$ cat config.mk
export PLATFORM = sky130hd
export DESIGN_NAME = bijective_pattern_match_unit_flat
export DESIGN_NICKNAME = d
export VERILOG_FILES = /design/src/design/bpm_pkg.sv /design/src/design/bpm_if.sv /design/src/design/bpm_map_ram.sv /design/src/design/bpm_check.sv /design/src/design/bijective_pattern_match_unit.sv /design/src/flat_wrapper.sv
export SDC_FILE = /design/constraint.sdc
export NUM_CORES = 1
export LEC_CHECK = 0
export BUFFER_PORTS_ARGS = -buffer_cell sky130_fd_sc_hd__buf_4
export CAP_MARGIN = 10
export CORE_ASPECT_RATIO = 1.4
export CORE_MARGIN = 10
export CORE_UTILIZATION = 49
export DETAILED_ROUTE_END_ITERATION = 6
export PLACE_DENSITY = 0.68
export SYNTH_ARGS = -nofsm -noshare
export SYNTH_HDL_FRONTEND = slang
export SYNTH_SLANG_ARGS = --single-unit
export TNS_END_PERCENT = 100
$ cat constraint.sdc
create_clock -name clk -period 3.79 [get_ports clk]
set_input_delay 0.379 -clock clk [delete_from_list [all_inputs] [get_ports clk]]
set_output_delay 0.379 -clock clk [all_outputs]
set_load 0.02 [all_outputs]
$ cat src/design/bpm_pkg.sv
package bpm_pkg;

  localparam int LETTER_W = 5;

  typedef logic [LETTER_W-1:0] letter_t;

  typedef struct packed {
    letter_t word;
    letter_t pattern;
    logic    last;
  } item_t;

  typedef struct packed {
    logic    en;
    letter_t addr;
    letter_t data;
  } map_wr_t;

endpackage

$ cat src/design/bpm_if.sv
interface bpm_letter_if;
  logic             valid;
  logic             ready;
  bpm_pkg::letter_t word_letter;
  bpm_pkg::letter_t pattern_letter;
  logic             last_letter;

  modport source (output valid, word_letter, pattern_letter, last_letter, input ready);
  modport sink (input valid, word_letter, pattern_letter, last_letter, output ready);
endinterface

interface bpm_result_if;
  logic valid;
  logic ready;
  logic matched;

  modport source (output valid, matched, input ready);
  modport sink (input valid, matched, output ready);
endinterface

$ cat src/design/bpm_map_ram.sv
module bpm_map_ram #(
  parameter int DEPTH = 26
) (
  input  logic                       clk,
  input  logic                       rd_en,
  input  logic [$clog2(DEPTH)-1:0]   rd_addr,
  output logic [$clog2(DEPTH)-1:0]   rd_data,
  input  logic                       wr_en,
  input  logic [$clog2(DEPTH)-1:0]   wr_addr,
  input  logic [$clog2(DEPTH)-1:0]   wr_data
);
  localparam int IDX_W = $clog2(DEPTH);

  logic [IDX_W-1:0] mem [DEPTH];

  always_ff @(posedge clk) begin
    if (wr_en) begin
      mem[wr_addr] <= wr_data;
    end
  end

  always_ff @(posedge clk) begin
    if (rd_en) begin
      rd_data <= mem[rd_addr];
    end
  end
endmodule

$ cat src/design/bpm_check.sv
module bpm_check #(
  parameter int ALPHABET_SIZE = 26
) (
  input  logic                             clk,
  input  logic                             rst,
  input  logic                             advance,
  input  bpm_pkg::item_t                   item,
  input  logic [$clog2(ALPHABET_SIZE)-1:0] map_data,
  output bpm_pkg::map_wr_t                 wr,
  output logic                             matched
);
  import bpm_pkg::*;

  localparam int IDX_W = $clog2(ALPHABET_SIZE);

  logic [ALPHABET_SIZE-1:0] word_seen, word_seen_next;
  logic [ALPHABET_SIZE-1:0] pat_seen, pat_seen_next;
  logic                     failed, failed_next;
  logic                     fwd_valid;
  logic [IDX_W-1:0]         fwd_addr;
  logic [IDX_W-1:0]         fwd_data;

  logic [IDX_W-1:0] w_idx, p_idx, mapped;
  logic             out_of_range, fail_now, do_write;

  assign w_idx = item.word[IDX_W-1:0];
  assign p_idx = item.pattern[IDX_W-1:0];

  assign out_of_range = ({1'b0, item.word} >= (LETTER_W+1)'(ALPHABET_SIZE)) ||
                        ({1'b0, item.pattern} >= (LETTER_W+1)'(ALPHABET_SIZE));

  // latest write bypasses the memory read issued in the same cycle
  assign mapped = (fwd_valid && fwd_addr == w_idx) ? fwd_data : map_data;

  always_comb begin
    fail_now = out_of_range || (word_seen[w_idx] ? (mapped != p_idx) : pat_seen[p_idx]);
    do_write = advance && !failed && !fail_now;
    matched  = !(failed || fail_now);

    wr.en   = do_write;
    wr.addr = item.word;
    wr.data = item.pattern;

    word_seen_next = word_seen;
    pat_seen_next  = pat_seen;
    failed_next    = failed;
    if (advance) begin
      if (item.last) begin
        word_seen_next = '0;
        pat_seen_next  = '0;
        failed_next    = 1'b0;
      end else if (do_write) begin
        word_seen_next = word_seen | (ALPHABET_SIZE'(1) << w_idx);
        pat_seen_next  = pat_seen | (ALPHABET_SIZE'(1) << p_idx);
      end else begin
        failed_next = 1'b1;
      end
    end
  end

  always_ff @(posedge clk) begin
    if (rst) begin
      word_seen <= '0;
      pat_seen  <= '0;
      failed    <= 1'b0;
      fwd_valid <= 1'b0;
    end else begin
      word_seen <= word_seen_next;
      pat_seen  <= pat_seen_next;
      failed    <= failed_next;
      if (do_write) begin
        fwd_valid <= 1'b1;
      end
    end
  end

  always_ff @(posedge clk) begin
    if (do_write) begin
      fwd_addr <= w_idx;
      fwd_data <= p_idx;
    end
  end
endmodule

$ cat src/design/bijective_pattern_match_unit.sv
// The last letter waits in s1 while a result is held, then its result is registered.
// Throughput: otherwise one letter request per cycle, set by the single read/write port
// pair of the word-to-pattern map memory; the same-entry hazard is covered by a bypass.
// Reset (synchronous): clears pipeline and output valid, seen bits and the fail flag;
// map memory contents are left as they are and need no clearing pass.
module bijective_pattern_match_unit #(
  parameter int ALPHABET_SIZE = 26
) (
  input  logic         clk,
  input  logic         rst,
  bpm_letter_if.sink   letter,
  bpm_result_if.source result
);
  import bpm_pkg::*;

  localparam int IDX_W = $clog2(ALPHABET_SIZE);

  item_t            s1;
  logic             s1_valid;
  logic             s1_adv;
  logic             accept;
  logic [IDX_W-1:0] map_data;
  map_wr_t          wr;
  logic             matched_now;
  logic             out_valid;
  logic             out_matched;

  assign s1_adv       = s1_valid && (!s1.last || !out_valid || result.ready);
  assign letter.ready = !s1_valid || s1_adv;
  assign accept       = letter.valid && letter.ready;

  always_ff @(posedge clk) begin
    if (rst) begin
      s1_valid <= 1'b0;
    end else if (letter.ready) begin
      s1_valid <= letter.valid;
    end
  end

  always_ff @(posedge clk) begin
    if (accept) begin
      s1.word    <= letter.word_letter;
      s1.pattern <= letter.pattern_letter;
      s1.last    <= letter.last_letter;
    end
  end

  bpm_map_ram #(.DEPTH(ALPHABET_SIZE)) u_map (
    .clk     (clk),
    .rd_en   (accept),
    .rd_addr (letter.word_letter[IDX_W-1:0]),
    .rd_data (map_data),
    .wr_en   (wr.en),
    .wr_addr (wr.addr[IDX_W-1:0]),
    .wr_data (wr.data[IDX_W-1:0])
  );

  bpm_check #(.ALPHABET_SIZE(ALPHABET_SIZE)) u_check (
    .clk      (clk),
    .rst      (rst),
    .advance  (s1_adv),
    .item     (s1),
    .map_data (map_data),
    .wr       (wr),
    .matched  (matched_now)
  );

  always_ff @(posedge clk) begin
    if (rst) begin
      out_valid <= 1'b0;
    end else if (s1_adv && s1.last) begin
      out_valid <= 1'b1;
    end else if (result.ready) begin
      out_valid <= 1'b0;
    end
  end

  always_ff @(posedge clk) begin
    if (s1_adv && s1.last) begin
      out_matched <= matched_now;
    end
  end

  assign result.valid   = out_valid;
  assign result.matched = out_matched;

  a_wr_in_range: assert property (@(posedge clk) disable iff (rst)
    wr.en |-> ({1'b0, wr.addr} < (LETTER_W+1)'(ALPHABET_SIZE)) &&
              ({1'b0, wr.data} < (LETTER_W+1)'(ALPHABET_SIZE)))
    else $error("map write with letter outside alphabet");

  a_wr_only_on_adv: assert property (@(posedge clk) disable iff (rst)
    wr.en |-> s1_adv)
    else $error("map write from stalled stage");

  a_result_source: assert property (@(posedge clk) disable iff (rst)
    $rose(result.valid) |-> $past(s1_adv && s1.last))
    else $error("result without last letter");
endmodule
$ cat src/flat_wrapper.sv
// flat-port wrapper written by rule: the top's interface ports become plain ports
module bijective_pattern_match_unit_flat import bpm_pkg::*;
#(
  parameter int ALPHABET_SIZE = 26
)
  (clk, rst, letter_valid, letter_word_letter, letter_pattern_letter, letter_last_letter, letter_ready, result_valid, result_matched, result_ready);
  bpm_letter_if letter_i ();
  bpm_result_if result_i ();
  input  logic clk;
  input  logic rst;
  input wire logic [$bits(letter_i.valid)-1:0] letter_valid;
  input wire logic [$bits(letter_i.word_letter)-1:0] letter_word_letter;
  input wire logic [$bits(letter_i.pattern_letter)-1:0] letter_pattern_letter;
  input wire logic [$bits(letter_i.last_letter)-1:0] letter_last_letter;
  output wire logic [$bits(letter_i.ready)-1:0] letter_ready;
  output wire logic [$bits(result_i.valid)-1:0] result_valid;
  output wire logic [$bits(result_i.matched)-1:0] result_matched;
  input wire logic [$bits(result_i.ready)-1:0] result_ready;
  assign letter_i.valid = letter_valid;
  assign letter_i.word_letter = letter_word_letter;
  assign letter_i.pattern_letter = letter_pattern_letter;
  assign letter_i.last_letter = letter_last_letter;
  assign letter_ready = letter_i.ready;
  assign result_valid = result_i.valid;
  assign result_matched = result_i.matched;
  assign result_i.ready = result_ready;
  bijective_pattern_match_unit #(.ALPHABET_SIZE(ALPHABET_SIZE)) u_core (.clk(clk), .rst(rst), .letter(letter_i), .result(result_i));
endmodule
# ---- After elaboration in Yosys (flattened, before gate mapping)
# Memories as Yosys holds them, arrays and structs flattened. A register that Yosys moved wholly into a read port is not among the register bits.
# Cells that the tools add are included.
dict set report word_totals {
  reg_bits 78
  mem_bits_rw 130
  out_inout_bits 3
  rom_bits 0
  latchBits 0
  mem_count 1
}
# name depth width rd rd_clocked_by_memory_dff wr line_no
set memory_table {}
lappend memory_table {u_core.u_map.mem 26 5 1 1 1 bpm_map_ram.sv:14} ;# logic [IDX_W-1:0] mem [DEPTH];
dict set report classes {
  magnitude_cmp 4
  addsub 0
  n_div 0
  bitwise_logic 2
  mul 0
  eq_ne 3
  shifts 2
  n_mux 16
  reduce_logical 22
}
# cell n
set op_table {}
lappend op_table {{$mux 26} 4}
lappend op_table {{$or 26x26->26} 2}
lappend op_table {{$shl 1x5->26 const A} 2}
lappend op_table {{$lt 5x6->1 const B} 2}
lappend op_table {{$bmux 1 s5} 2}
lappend op_table {{$ge 5x5->1 const B} 2}
lappend op_table {{$mux 1} 9}
lappend op_table {{$logic_and 1x1->1} 6}
lappend op_table {{$logic_not 1->1} 6}
lappend op_table {{$logic_or 1x1->1} 6}
lappend op_table {{$eq 5x5->1} 1}
lappend op_table {{$mux 5} 1}
lappend op_table {{$ne 5x5->1} 1}
lappend op_table {{$reduce_and 2->1} 2}
lappend op_table {{$reduce_bool 2->1} 2}
lappend op_table {{$ne 2x1->1 const B} 1}

# ---- Depth between registers and ports, before layout
# Gate-level depths: netlist of the first run.
dict set report logic_depth {
  ltp_word 10
  ltp_mapped 10
}

# ---- By module
# Synthesis of the first run repeated with hierarchy kept, for this count alone.
dict set report hier_totals {
  cells_unflattened 672
  area_unflattened_um2 9033.7
}
# module seq_area_each_um2 area_per_inst_um2 n_inst cells_per_inst
set modules_own_cells {}
lappend modules_own_cells {bpm_map_ram 4053.9 5418.9 1 315}
lappend modules_own_cells {bpm_check 1381.3 3150.5 1 333}
lappend modules_own_cells {bijective_pattern_match_unit 400.4 464.2 1 24}

# ---- Worst setup path after synthesis of the first run
# No wires, ideal clock.
dict set report synth_timing {
  path_type {register to register}
  start {register u_core.s1[2] (netlist bit)}
  end {memory u_core.u_map.mem[13][0] (netlist bit), enable pin}
  period_less_slack_ns 3.299
  slack_ns 0.491
  path_buffers 2
  arrival_ns 2.926
  stages_incl_launch_ff 10
  path_cell_list {edfxtp_1 > clkbuf_1 > mux4_2 > nor2b_1 > a2111oi_0 > o31ai_1 > nor2_1 > o21ai_2 > buf_2 > nor3_1}
}
dict set report synth_via {
  elab_chain_cells 8
  elab_cells_between_ends 11
  cone_classes {order compare: 1; eq/ne: 1; mux: 5; reduce/logical: 4}
}
# item line_no
set synth_lines {}
lappend synth_lines {{from (decl)} bijective_pattern_match_unit.sv:18} ;# item_t s1;
lappend synth_lines {{$bmux 1 s5} bpm_check.sv:36} ;# fail_now = out_of_range || (word_seen[w_idx] ? (mapped != p_idx) : pat_seen[p_idx]);
lappend synth_lines {{$mux 1 (not written as such)} bpm_check.sv:36}
lappend synth_lines {{$mux 1} bpm_check.sv:36}
lappend synth_lines {{$logic_or 1x1->1 (*)} bpm_check.sv:36}
lappend synth_lines {{$logic_not 1->1 (*)} bpm_check.sv:37} ;# do_write = advance && !failed && !fail_now;
lappend synth_lines {{$logic_and 1x1->1 (*)} bpm_check.sv:37}
lappend synth_lines {{$mux 1 (*)} bpm_map_ram.sv:17} ;# if (wr_en) begin
lappend synth_lines {{$mux 1 (not written as such) (*)} bpm_map_ram.sv:18} ;# mem[wr_addr] <= wr_data;
lappend synth_lines {{to (decl)} bpm_map_ram.sv:14}
# Every way passes the cells marked *; elsewhere a longest branch is shown, timed or not. The select of a mux whose other input is x is not followed.

# ---- Final worst setup path of the first run
dict set report layout_timing {
  start {register u_core.s1[7] (netlist bit)}
  end {register u_core.u_check.word_seen[23]}
}
dict set report layout_via {
  elab_chain_cells 10
  elab_cells_between_ends 18
  cone_classes {order compare: 1; eq/ne: 2; shift: 1; mux: 6; bitwise: 1; reduce/logical: 7}
}
# item line_no
set layout_lines {}
lappend layout_lines {{$eq 5x5->1} bpm_check.sv:33} ;# assign mapped = (fwd_valid && fwd_addr == w_idx) ? fwd_data : map_data;
lappend layout_lines {{$logic_and 1x1->1} bpm_check.sv:33}
lappend layout_lines {{$mux 5} bpm_check.sv:33}
lappend layout_lines {{$ne 5x5->1} bpm_check.sv:36}
lappend layout_lines {{$mux 1} bpm_check.sv:36}
lappend layout_lines {{$logic_or 1x1->1} bpm_check.sv:36}
lappend layout_lines {{$logic_not 1->1} bpm_check.sv:37}
lappend layout_lines {{$logic_and 1x1->1} bpm_check.sv:37}
lappend layout_lines {{$reduce_bool 2->1 (no line)} --}
lappend layout_lines {{$reduce_and 2->1 (no line)} --}
lappend layout_lines {{to (signal assigned)} bpm_check.sv:68} ;# word_seen <= word_seen_next;
lappend layout_lines {{to (decl)} bpm_check.sv:16} ;# logic [ALPHABET_SIZE-1:0] word_seen, word_seen_next;
# Several ways; a longest one is shown, not always the timed one. The select of a mux whose other input is x is not followed.
# A chain may end at the register's enable or synchronous reset.

==> results of run 1 <==
[synthesized netlist by cell type, types with 2 or more instances]
cell	count	area [um^2]
a21oi_1	8	40.04
nor2_1	16	60.06
xnor2_1	5	43.79
o31ai_2	4	50.05
mux2_2	7	78.83
or2_2	5	31.28
mux4_2	46	1036
a31oi_1	2	12.51
mux2i_1	9	90.09
nor3_1	34	170.2
buf_2	13	65.06
nand2b_1	4	25.02
nand3_1	4	20.02
inv_1	6	22.52
buf_1	2	7.510
xor2_1	6	52.55
nand3b_1	3	22.52
and3_1	5	31.28
nand2_1	106	397.9
or3_1	2	12.51
nor2b_1	10	62.56
buf_6	2	22.52
o21ai_0	50	250.2
a211oi_1	6	45.04
clkbuf_1	26	97.59
o22ai_1	3	18.77
and2_1	4	25.02
edfxtp_1	157	4715
dfxtp_1	56	1121
[cell type report]
type,instances,area [um^2],share of cell area [%]
clock buffers,30,568.0,5.714
clock inverters,6,63.81,0.6418
inverters,6,22.52,0.2265
multi-input cells,358,2759,27.75
flip-flops and latches,213,5836,58.70
well taps,236,295.3,2.970
repair buffers,53,397.9,4.002
[metrics by stage]
step	utilization (%)	worst slack (ns)	cells	hold slack, ns
after floorplan	-	0.4907	620	0.4198
after global placement	53.28	0.5541	866	0.4316
after detailed placement	53.28	0.4134	866	0.4391
after CTS	56.90	0.4092	902	0.03313
after global routing	56.90	0.02833	902	0.02808
final	56.90	0.3483	902	0.04596
[logic make-up (layout without fill, tap and decap cells)]
kind of cell / after synthesis / count (layout) / share of synthesized area (%)
buffers and inverters: 49 / 95 / 2.449
and+or+nand+nor: 200 / 200 / 10.41
muxes: 62 / 62 / 13.71
AOI/OAI and AO/OA: 85 / 85 / 5.937
xor gates and xnor gates: 11 / 11 / 1.096
DFF: 213 / 213 / 66.40
[per-layer routing]
metal	vias to the layer above	wire length, um	global-route usage, %
li1	2401	-	-
met1	2610	7408	18.45
met2	132	10110	28.72
met3	38	745	1.999
met4	0	501	5.636
met5	-	0	0
[path summary, 6_finish.rpt]
check,to,slack [ns],startpoint
worst min-delay path,u_core.s1[0],0.05,letter_last_letter
worst max register to register,u_core.u_check.word_seen[23],0.35,u_core.s1[7]
worst max-delay path,u_core.u_check.word_seen[23],0.35,u_core.s1[7]
worst min register to register,u_core.u_check.pat_seen[13],0.45,u_core.u_check.pat_seen[13]
[flip-flops by register name (all words and copies together) (netlist names)]
| register | count |
|---|---|
| u_core.u_check.pat_seen | 26 |
| u_core.u_check.failed | 1 |
| u_core.u_map.mem | 130 |
| u_core.result.valid | 1 |
| u_core.u_check.fwd_addr | 5 |
| u_core.s1 | 11 |
| u_core.u_map.rd_data | 5 |
| u_core.u_check.fwd_valid | 1 |
| u_core.result.matched | 1 |
| u_core.u_check.word_seen | 26 |
| u_core.u_check.fwd_data | 5 |
| u_core.s1_valid | 1 |
[report_power, final]
group	switching, mW	internal, mW
sequential	0.0271	2.52
clock	0.815	1.11
combinational	0.159	0.0976
==> key figures, run 1 <==
Placed design
  • Port bufs: 17
  • DP HPWL: between 10,000 and 15,000 um
  • Placed Area: 9310 um^2
  • Final GP Congestion: 0.8456

Clock network
  • Cts bufs inserted: 20
  • CTS H-tree lvls: 1
  • CTS root buffer: clkbuf_16
  • Setup Fix Bufs, Post-CTS: 0
  • Worst-skew pair later-pin latency: ~0.50 ns
  • TritonCTS Sinks: 213
  • Gates resized, CTS repair: 0
  • Clock Tree Buf Depth: 3
  • Worst-path clk slew: 0.06 ns
  • Hold_buf cts: 0
  • CTS tree: built

Logic synthesis
  • Syn Inst Count: 620
  • Seq/Total Area, Yosys: 66.40%
  • Synth unique cells: 48
  • Yosys synthesis warning count: 0
  • Avg Synthesized Cell Area: 14.17 um^2
  • Synth async-reset ratio: 0%
  • Ys flop type: edfxtp_1
  • Synth Net Count: 635
  • Post-synth EDFFs: 157
  • Post-synthesis register bit count: 213
  • Post-Syn Area: 8788 um^2

Cells and area
  • Number of diodes: 0
  • Fin nets: 667
  • Area delta synth->final: 13.13%
  • Layout cells sized above 1: 21.92%
  • Fin area: between 9000 and 10,000 um^2
  • Fillers: roughly 1.4k
  • Commonest cells after routing, fill and taps aside: 157 x edfxtp_1, 106 x nand2_1, 56 x dfxtp_1, 53 x buf_4, 50 x o21ai_0
  • Most common cell after layout, fill and taps aside: edfxtp_1

Floorplan
  • DIE HEIGHT: 178.5 um
  • # IOs: 18
  • Core area: 17,470 um^2
  • Std cell rows: 57
  • Die X: 133.2 um
  • Starting density of the core: 50.30%
  • Die area: 23,770 um^2

Power
  • Peak VDD IR: 273.1 uV
  • Leak: 3.228 nW
  • Total power: 4.731 mW
  • Pwr dens: 475.9 nW/um^2

Run
  • # Max-Cap Violations: 0

Detailed routing
  • DR WL/cell: around 21 um
  • DRC Markers: 0
  • TritonRoute pass-1 iters: 6
  • DRT iter0 DRCs: 400
  • Detailed Route WL: around 19,000 um
  • Antenna-violating nets left: 0
  • Routed vias/inst: 5.744
  • Vias: 5,181

Critical path
  • Crit path max fanout: 52
  • Crit path max-delay family: compound AO/OA/AOI/OAI gates
  • Critical Path Stages: 8
  • Crit path launch type: flip-flop
  • Crit path DAT: 3.78 ns
  • WP data required: 4.13 ns
  • Buffers plus inverters on the worst setup path: 1
  • Max stage delay on crit path: 0.61 ns
  • Worst Setup End Kind: flip-flop
  • Worst reg2reg path depth: 8
  • Worst path slowest cell: edfxtp_1
  • Setup CP Type: reg -> reg
  • Crit-path cells: xnor2_1, nor4b_1, nand3_1, mux2i_1, o2111a_1, o21ai_4, buf_4, o21ai_0

Global routing
  • Antenna violations before repair: 0
  • Largest net degree at the start of global routing: 53
  • Total GRT Usage: around 16%
  • Vias in the first global route: 5,298
  • GRT overflow: 0
  • First-pass GRT wire length: 29,520 um

STA
  • Max Slew Vio Count: 0
  • Layout Skew: 0.02896 ns
  • Worst slew pin tran: 1.207 ns
  • # setup viols final: 0
  • Max-slew headroom: around a fifth
  • Final Critical Period: 3.442 ns
  • RSZ-0062 raised after global routing: false
  • Setup TNS: 0 ns
  • Fmax: 290.6 MHz
  • Final Cycle Share: 90.81%
  • Final hold vios: 0

Hold path
  • WHS Path Cells: 1
  • Min-Delay Path Class: in -> reg

Run status
  • Outcome: finished clean
No activity file was read; power rests on OpenSTA's default activity.
==> run 2, diff against run 1 <==
- PLACE_DENSITY: 0.68 -> not set
==> key figures, run 2 (same netlist as run 1, synthesis figures left out) <==
Placed design
  • Worst slack, placed: 0.4300 ns
  • DP HPWL: between 10,000 and 15,000 um
  • Placed Area: between 9000 and 10,000 um^2
  • Final GP Congestion: 0.8215
  • Port bufs: 17
  • Placed Instances: 867

Critical path
  • Crit path max fanout: 40
  • Buffers plus inverters on the worst setup path: 3
  • Crit path DAT: 3.59 ns
  • Crit-path cells: buf_4, inv_1, a2111o_1, nor4_1, o21a_1, o2111a_1, o21ai_4, nor3_1, buf_4
  • Crit path launch type: flip-flop
  • Setup CP Type: reg -> reg
  • Worst Setup End Kind: flip-flop
  • Critical Path Stages: 9
  • FF-to-FF Start: u_core.s1[2]
  • Crit path max-delay family: compound AO/OA/AOI/OAI gates
  • R2r setup slk: 0.41 ns
  • Worst reg2reg path depth: 9
  • Worst path slowest cell: buf_4
  • Worst flop-to-flop path endpoint: u_core.u_map.mem[2][1]
  • WP data required: 3.99 ns
  • Worst path most repeated cell: buf_4
  • Max stage delay on crit path: 0.47 ns

STA
  • Worst slew pin tran: roughly 1.1 ns
  • Layout Skew: 0.01440 ns
  • Final hold vios: 0
  • Max Slew Vio Count: 0
  • RSZ-0062 raised after global routing: false
  • Final Cycle Share: between 80% and 90%
  • Final Critical Period: approximately 3.4 ns
  • Hold Slack: 0.06041 ns
  • # setup viols final: 0
  • Post-route setup slack: 0.4069 ns
  • Max-slew headroom: 23.36%
  • Setup TNS: 0 ns
  • Fmax: 295.6 MHz

Clock network
  • Gates resized, CTS repair: 0
  • Worst-skew pair later-pin latency: 0.49 ns
  • CTS root buffer: clkbuf_16
  • Clock Tree Buf Depth: 3
  • CTS tree: built
  • CTS H-tree lvls: 1
  • Cts bufs inserted: 21
  • Hold_buf cts: 0
  • Worst-path clk slew: 0.06 ns
  • TritonCTS Sinks: 213
  • Setup Fix Bufs, Post-CTS: 0

Cells and area
  • Layout cells sized above 1: 22.90%
  • Max FFs per register: 130
  • Fin cells: 904
  • Most flops, register: u_core.u_map.mem
  • Fin nets: 669
  • Number of diodes: 0
  • Fin util: between 50% and 60%
  • Area delta synth->final: 13.65%
  • Fin area: 9988 um^2
  • Regs by FF count: u_core.u_map.mem x130, u_core.u_check.pat_seen x26, u_core.u_check.word_seen x26
  • Most common cell after layout, fill and taps aside: edfxtp_1
  • Commonest cells after routing, fill and taps aside: 157 x edfxtp_1, 106 x nand2_1, 56 x dfxtp_1, 54 x buf_4, 50 x o21ai_0

Floorplan
  • Std cell rows: 57
  • Die area: 23,770 um^2
  • Core area: ~17,000 um^2
  • Starting density of the core: around 50%
  • Die X: around 130 um
  • # IOs: 18
  • DIE HEIGHT: 178.5 um

Global routing
  • Largest net degree at the start of global routing: 54
  • Total GRT Usage: 16.31%
  • First-pass GRT wire length: 30,300 um
  • Antenna violations before repair: 0
  • Vias in the first global route: 5,385
  • GRT overflow: 0

Detailed routing
  • Detailed Route WL: 19,170 um
  • Antenna-violating nets left: 0
  • Routed vias/inst: around 5.7
  • DRC Markers: 0
  • TritonRoute pass-1 iters: 5
  • Vias: 5,164
  • DRT iter0 DRCs: ~390
  • DR WL/cell: 21.20 um

Hold path
  • Min-Delay Path Class: in -> reg
  • Hold Startpoint: letter_last_letter
  • WHS Path Cells: 1
  • Hold Path End: u_core.s1[0]

Power
  • Leak: between 3 and 4 nW
  • Pwr dens: 482.6 nW/um^2
  • Peak VDD IR: between 400 and 500 uV
  • Total power: roughly 4.8 mW

Run status
  • Outcome: finished clean

Run
  • # Max-Cap Violations: 0
run 2: cell count changes in the layout (fill, tap and decap cells not counted), sizes merged:
cell and delta:
buf +1, clkinv -1, clkinvlp +1, inv +1
run 2: layer usage:
metal | vias to the layer above | global-route usage [%] | part of all wire, %
met2 | 116 | 28.58 | 53
met3 | 25 | 2.534 | 3.9
met1 | 2617 | 20.30 | 41
met4 | 0 | 5.273 | 2.3
li1 | 2406 | - | -
met5 | - | 0 | 0
run 2: report_power, final:
| part | internal, mW | total [mW] | switching, mW | leakage [nW] |
|---|---|---|---|---|
| Clock | 1.18 | 2.01 | 0.830 | 0.332 |
| Combinational | 0.0984 | 0.259 | 0.161 | 1.05 |
| Sequential | 2.52 | 2.55 | 0.0273 | 1.88 |
| Total | 3.80 | 4.82 | 1.02 | 3.26 |
run 2: cell type report:
cell class              count  area [um^2]
clock buffers              30        604.3
well taps                 236        295.3
fillers                  1430         7485
clock inverters             7        66.31
multi-input cells         358         2759
repair buffers             54        405.4
flip-flops and latches    213         5836
inverters                   6        22.52
run 2: how the worst max path moves through the flow:
stage | slack (ns) | start | endpoint
2_1_floorplan | 0.49 | u_core.s1[2] | u_core.u_map.mem[13][0]
3_3_place_gp | 0.48 | u_core.s1[2] | u_core.u_map.mem[2][0]
3_5_place_dp | 0.43 | u_core.s1[2] | u_core.u_map.mem[2][0]
4_1_cts | 0.40 | u_core.s1[2] | u_core.u_map.mem[2][2]
5_1_grt | 0.09 | u_core.s1[6] | u_core.u_check.pat_seen[2]
6_report | 0.41 | u_core.s1[2] | u_core.u_map.mem[2][1]
==> run 3, diff against run 2 <==
- RECOVER_POWER: not set -> 25
==> key figures, run 3 (same netlist as run 1, synthesis figures left out) <==
Run status
  • Outcome: complete, but fails checks
  • Violated checks: capacitance limit, slew limit

Global routing
  • Antenna violations before repair: 0
  • Largest net degree at the start of global routing: 54
  • First-pass GRT wire length: a little over 30,000 um
  • Vias in the first global route: between 5k and 6k
  • Total GRT Usage: 16.31%
  • GRT overflow: 0

Clock network
  • Clock Tree Buf Depth: 3
  • Setup Fix Bufs, Post-CTS: 0
  • Worst-skew pair later-pin latency: about 0.49 ns
  • CTS H-tree lvls: 1
  • Hold_buf cts: 0
  • Cts bufs inserted: 21
  • Worst-path clk slew: roughly 0.06 ns
  • CTS root buffer: clkbuf_16
  • TritonCTS Sinks: 213
  • Gates resized, CTS repair: 0
  • CTS tree: built

Critical path
  • Setup CP Type: reg -> reg
  • Crit path launch type: flip-flop
  • WP data required: 4.14 ns
  • Worst setup path start: u_core.s1[7]
  • Crit path DAT: 3.75 ns
  • Crit path max fanout: 53
  • FF-to-FF Start: u_core.s1[7]
  • Worst Setup End Kind: flip-flop

Floorplan
  • Std cell rows: 57
  • Die area: 23,770 um^2
  • # IOs: 18
  • Core area: 17,470 um^2
  • Die X: ~130 um
  • DIE HEIGHT: 178.5 um
  • Starting density of the core: 50.30%

Placed design
  • Placed Area: 9318 um^2
  • DP HPWL: 12,800 um
  • Port bufs: 17
  • Worst slack, placed: 0.4300 ns
  • Final GP Congestion: approximately 0.8
  • Placed Instances: 867

Detailed routing
  • Detailed Route WL: approximately 19,000 um
  • DRC Markers: 0
  • TritonRoute pass-1 iters: 5
  • Routed vias/inst: 5.728
  • Vias: a little over 5k
  • Antenna-violating nets left: 0
  • DR WL/cell: about 21 um
  • DRT iter0 DRCs: 372

Cells and area
  • Fin nets: 669
  • Max FFs per register: 130
  • Commonest cells after routing, fill and taps aside: 157 x edfxtp_1, 106 x nand2_1, 56 x dfxtp_1, 50 x o21ai_0, 46 x mux4_2
  • Regs by FF count: u_core.u_map.mem x130, u_core.u_check.pat_seen x26, u_core.u_check.word_seen x26
  • Area delta synth->final: 13.35%
  • Fillers: 1,439
  • Fin cells: 904
  • Most common cell after layout, fill and taps aside: edfxtp_1
  • Fin area: 9962 um^2
  • Layout cells sized above 1: between 20% and 30%
  • Most flops, register: u_core.u_map.mem
  • Number of diodes: 0

STA
  • Fmax: slightly below 300 MHz
  • Hold Slack: 0.08369 ns
  • # setup viols final: 0
  • Final hold vios: 0
  • Setup TNS: 0 ns
  • Final Cycle Share: 89.53%
  • Max Slew Vio Count: 32
  • RSZ-0062 raised after global routing: false
  • Worst slew pin tran: ~2.1 ns
  • Final Critical Period: 3.393 ns
  • Post-route setup slack: 0.3968 ns
  • Layout Skew: about 0.015 ns
  • Max-slew headroom: -39.49%

Power
  • Leak: 3.230 nW
  • Peak VDD IR: about 420 uV
  • Pwr dens: just under 500 nW/um^2

Hold path
  • Hold Startpoint: letter_pattern_letter[1]
  • Min-Delay Path Class: in -> reg

Run
  • # Max-Cap Violations: 1
==> run 3: changes by cell type in the layout (fill, tap and decap cells not counted) <==
cell	change
buf_4	-13
clkbuf_1	+7
clkbuf_4	+6
==> run 3: stage by stage <==
stage / util, % / power [mW]
5_1_grt: 57.01 / 4.985
3_3_place_gp: 53.33 / 2.856
4_1_cts: 57.16 / 4.866
2_1_floorplan: - / 2.771
6_report: 57.01 / 4.822
3_5_place_dp: 53.33 / 2.862
==> run 3: worst max-delay path: stages, from the launching register on <==
cell and delay (ns):
edfxtp_1 0.59, clkbuf_1 0.28, nor2_1 0.23, and2_1 0.29
a221oi_1 0.11, nor3_1 0.32, nor2_1 0.15, o21ai_4 0.55
buf_4 0.52, o21ai_0 0.18
==> run 3: cell type report <==
cell class / count / area, um^2 / area share (%)
Clock buffer: 30 / 604.3 / 6.066
Clock inverter: 7 / 66.31 / 0.6657
Inverter: 6 / 22.52 / 0.2261
Multi-Input combinational cell: 358 / 2759 / 27.69
Sequential cell: 213 / 5836 / 58.58
Tap cell: 236 / 295.3 / 2.964
Timing Repair Buffer: 54 / 379.1 / 3.806
==> run 3: final timing paths <==
check,cells after the start,slack (ns),to
max reg2reg,9,0.40,u_core.u_check.pat_seen[2]
min reg2reg,2,0.45,u_core.u_check.pat_seen[13]
max,9,0.40,u_core.u_check.pat_seen[2]
min,1,0.08,u_core.s1[2]
==> run 3: metal layers <==
layer	up-vias	global-route usage, %	share of wire [%]	wire length [um]
li1	2409	-	-	-
met1	2620	20.30	41	7921
met3	27	2.534	3.9	743
met2	122	28.58	52	10010
met5	-	0	0	0
met4	0	5.273	2.5	487
==> run 3: power by group <==
group / total (mW) / switching (mW) / internal [mW]
Combinational: 0.257 / 0.161 / 0.0969
Clock: 2.01 / 0.833 / 1.18
Sequential: 2.55 / 0.0270 / 2.52
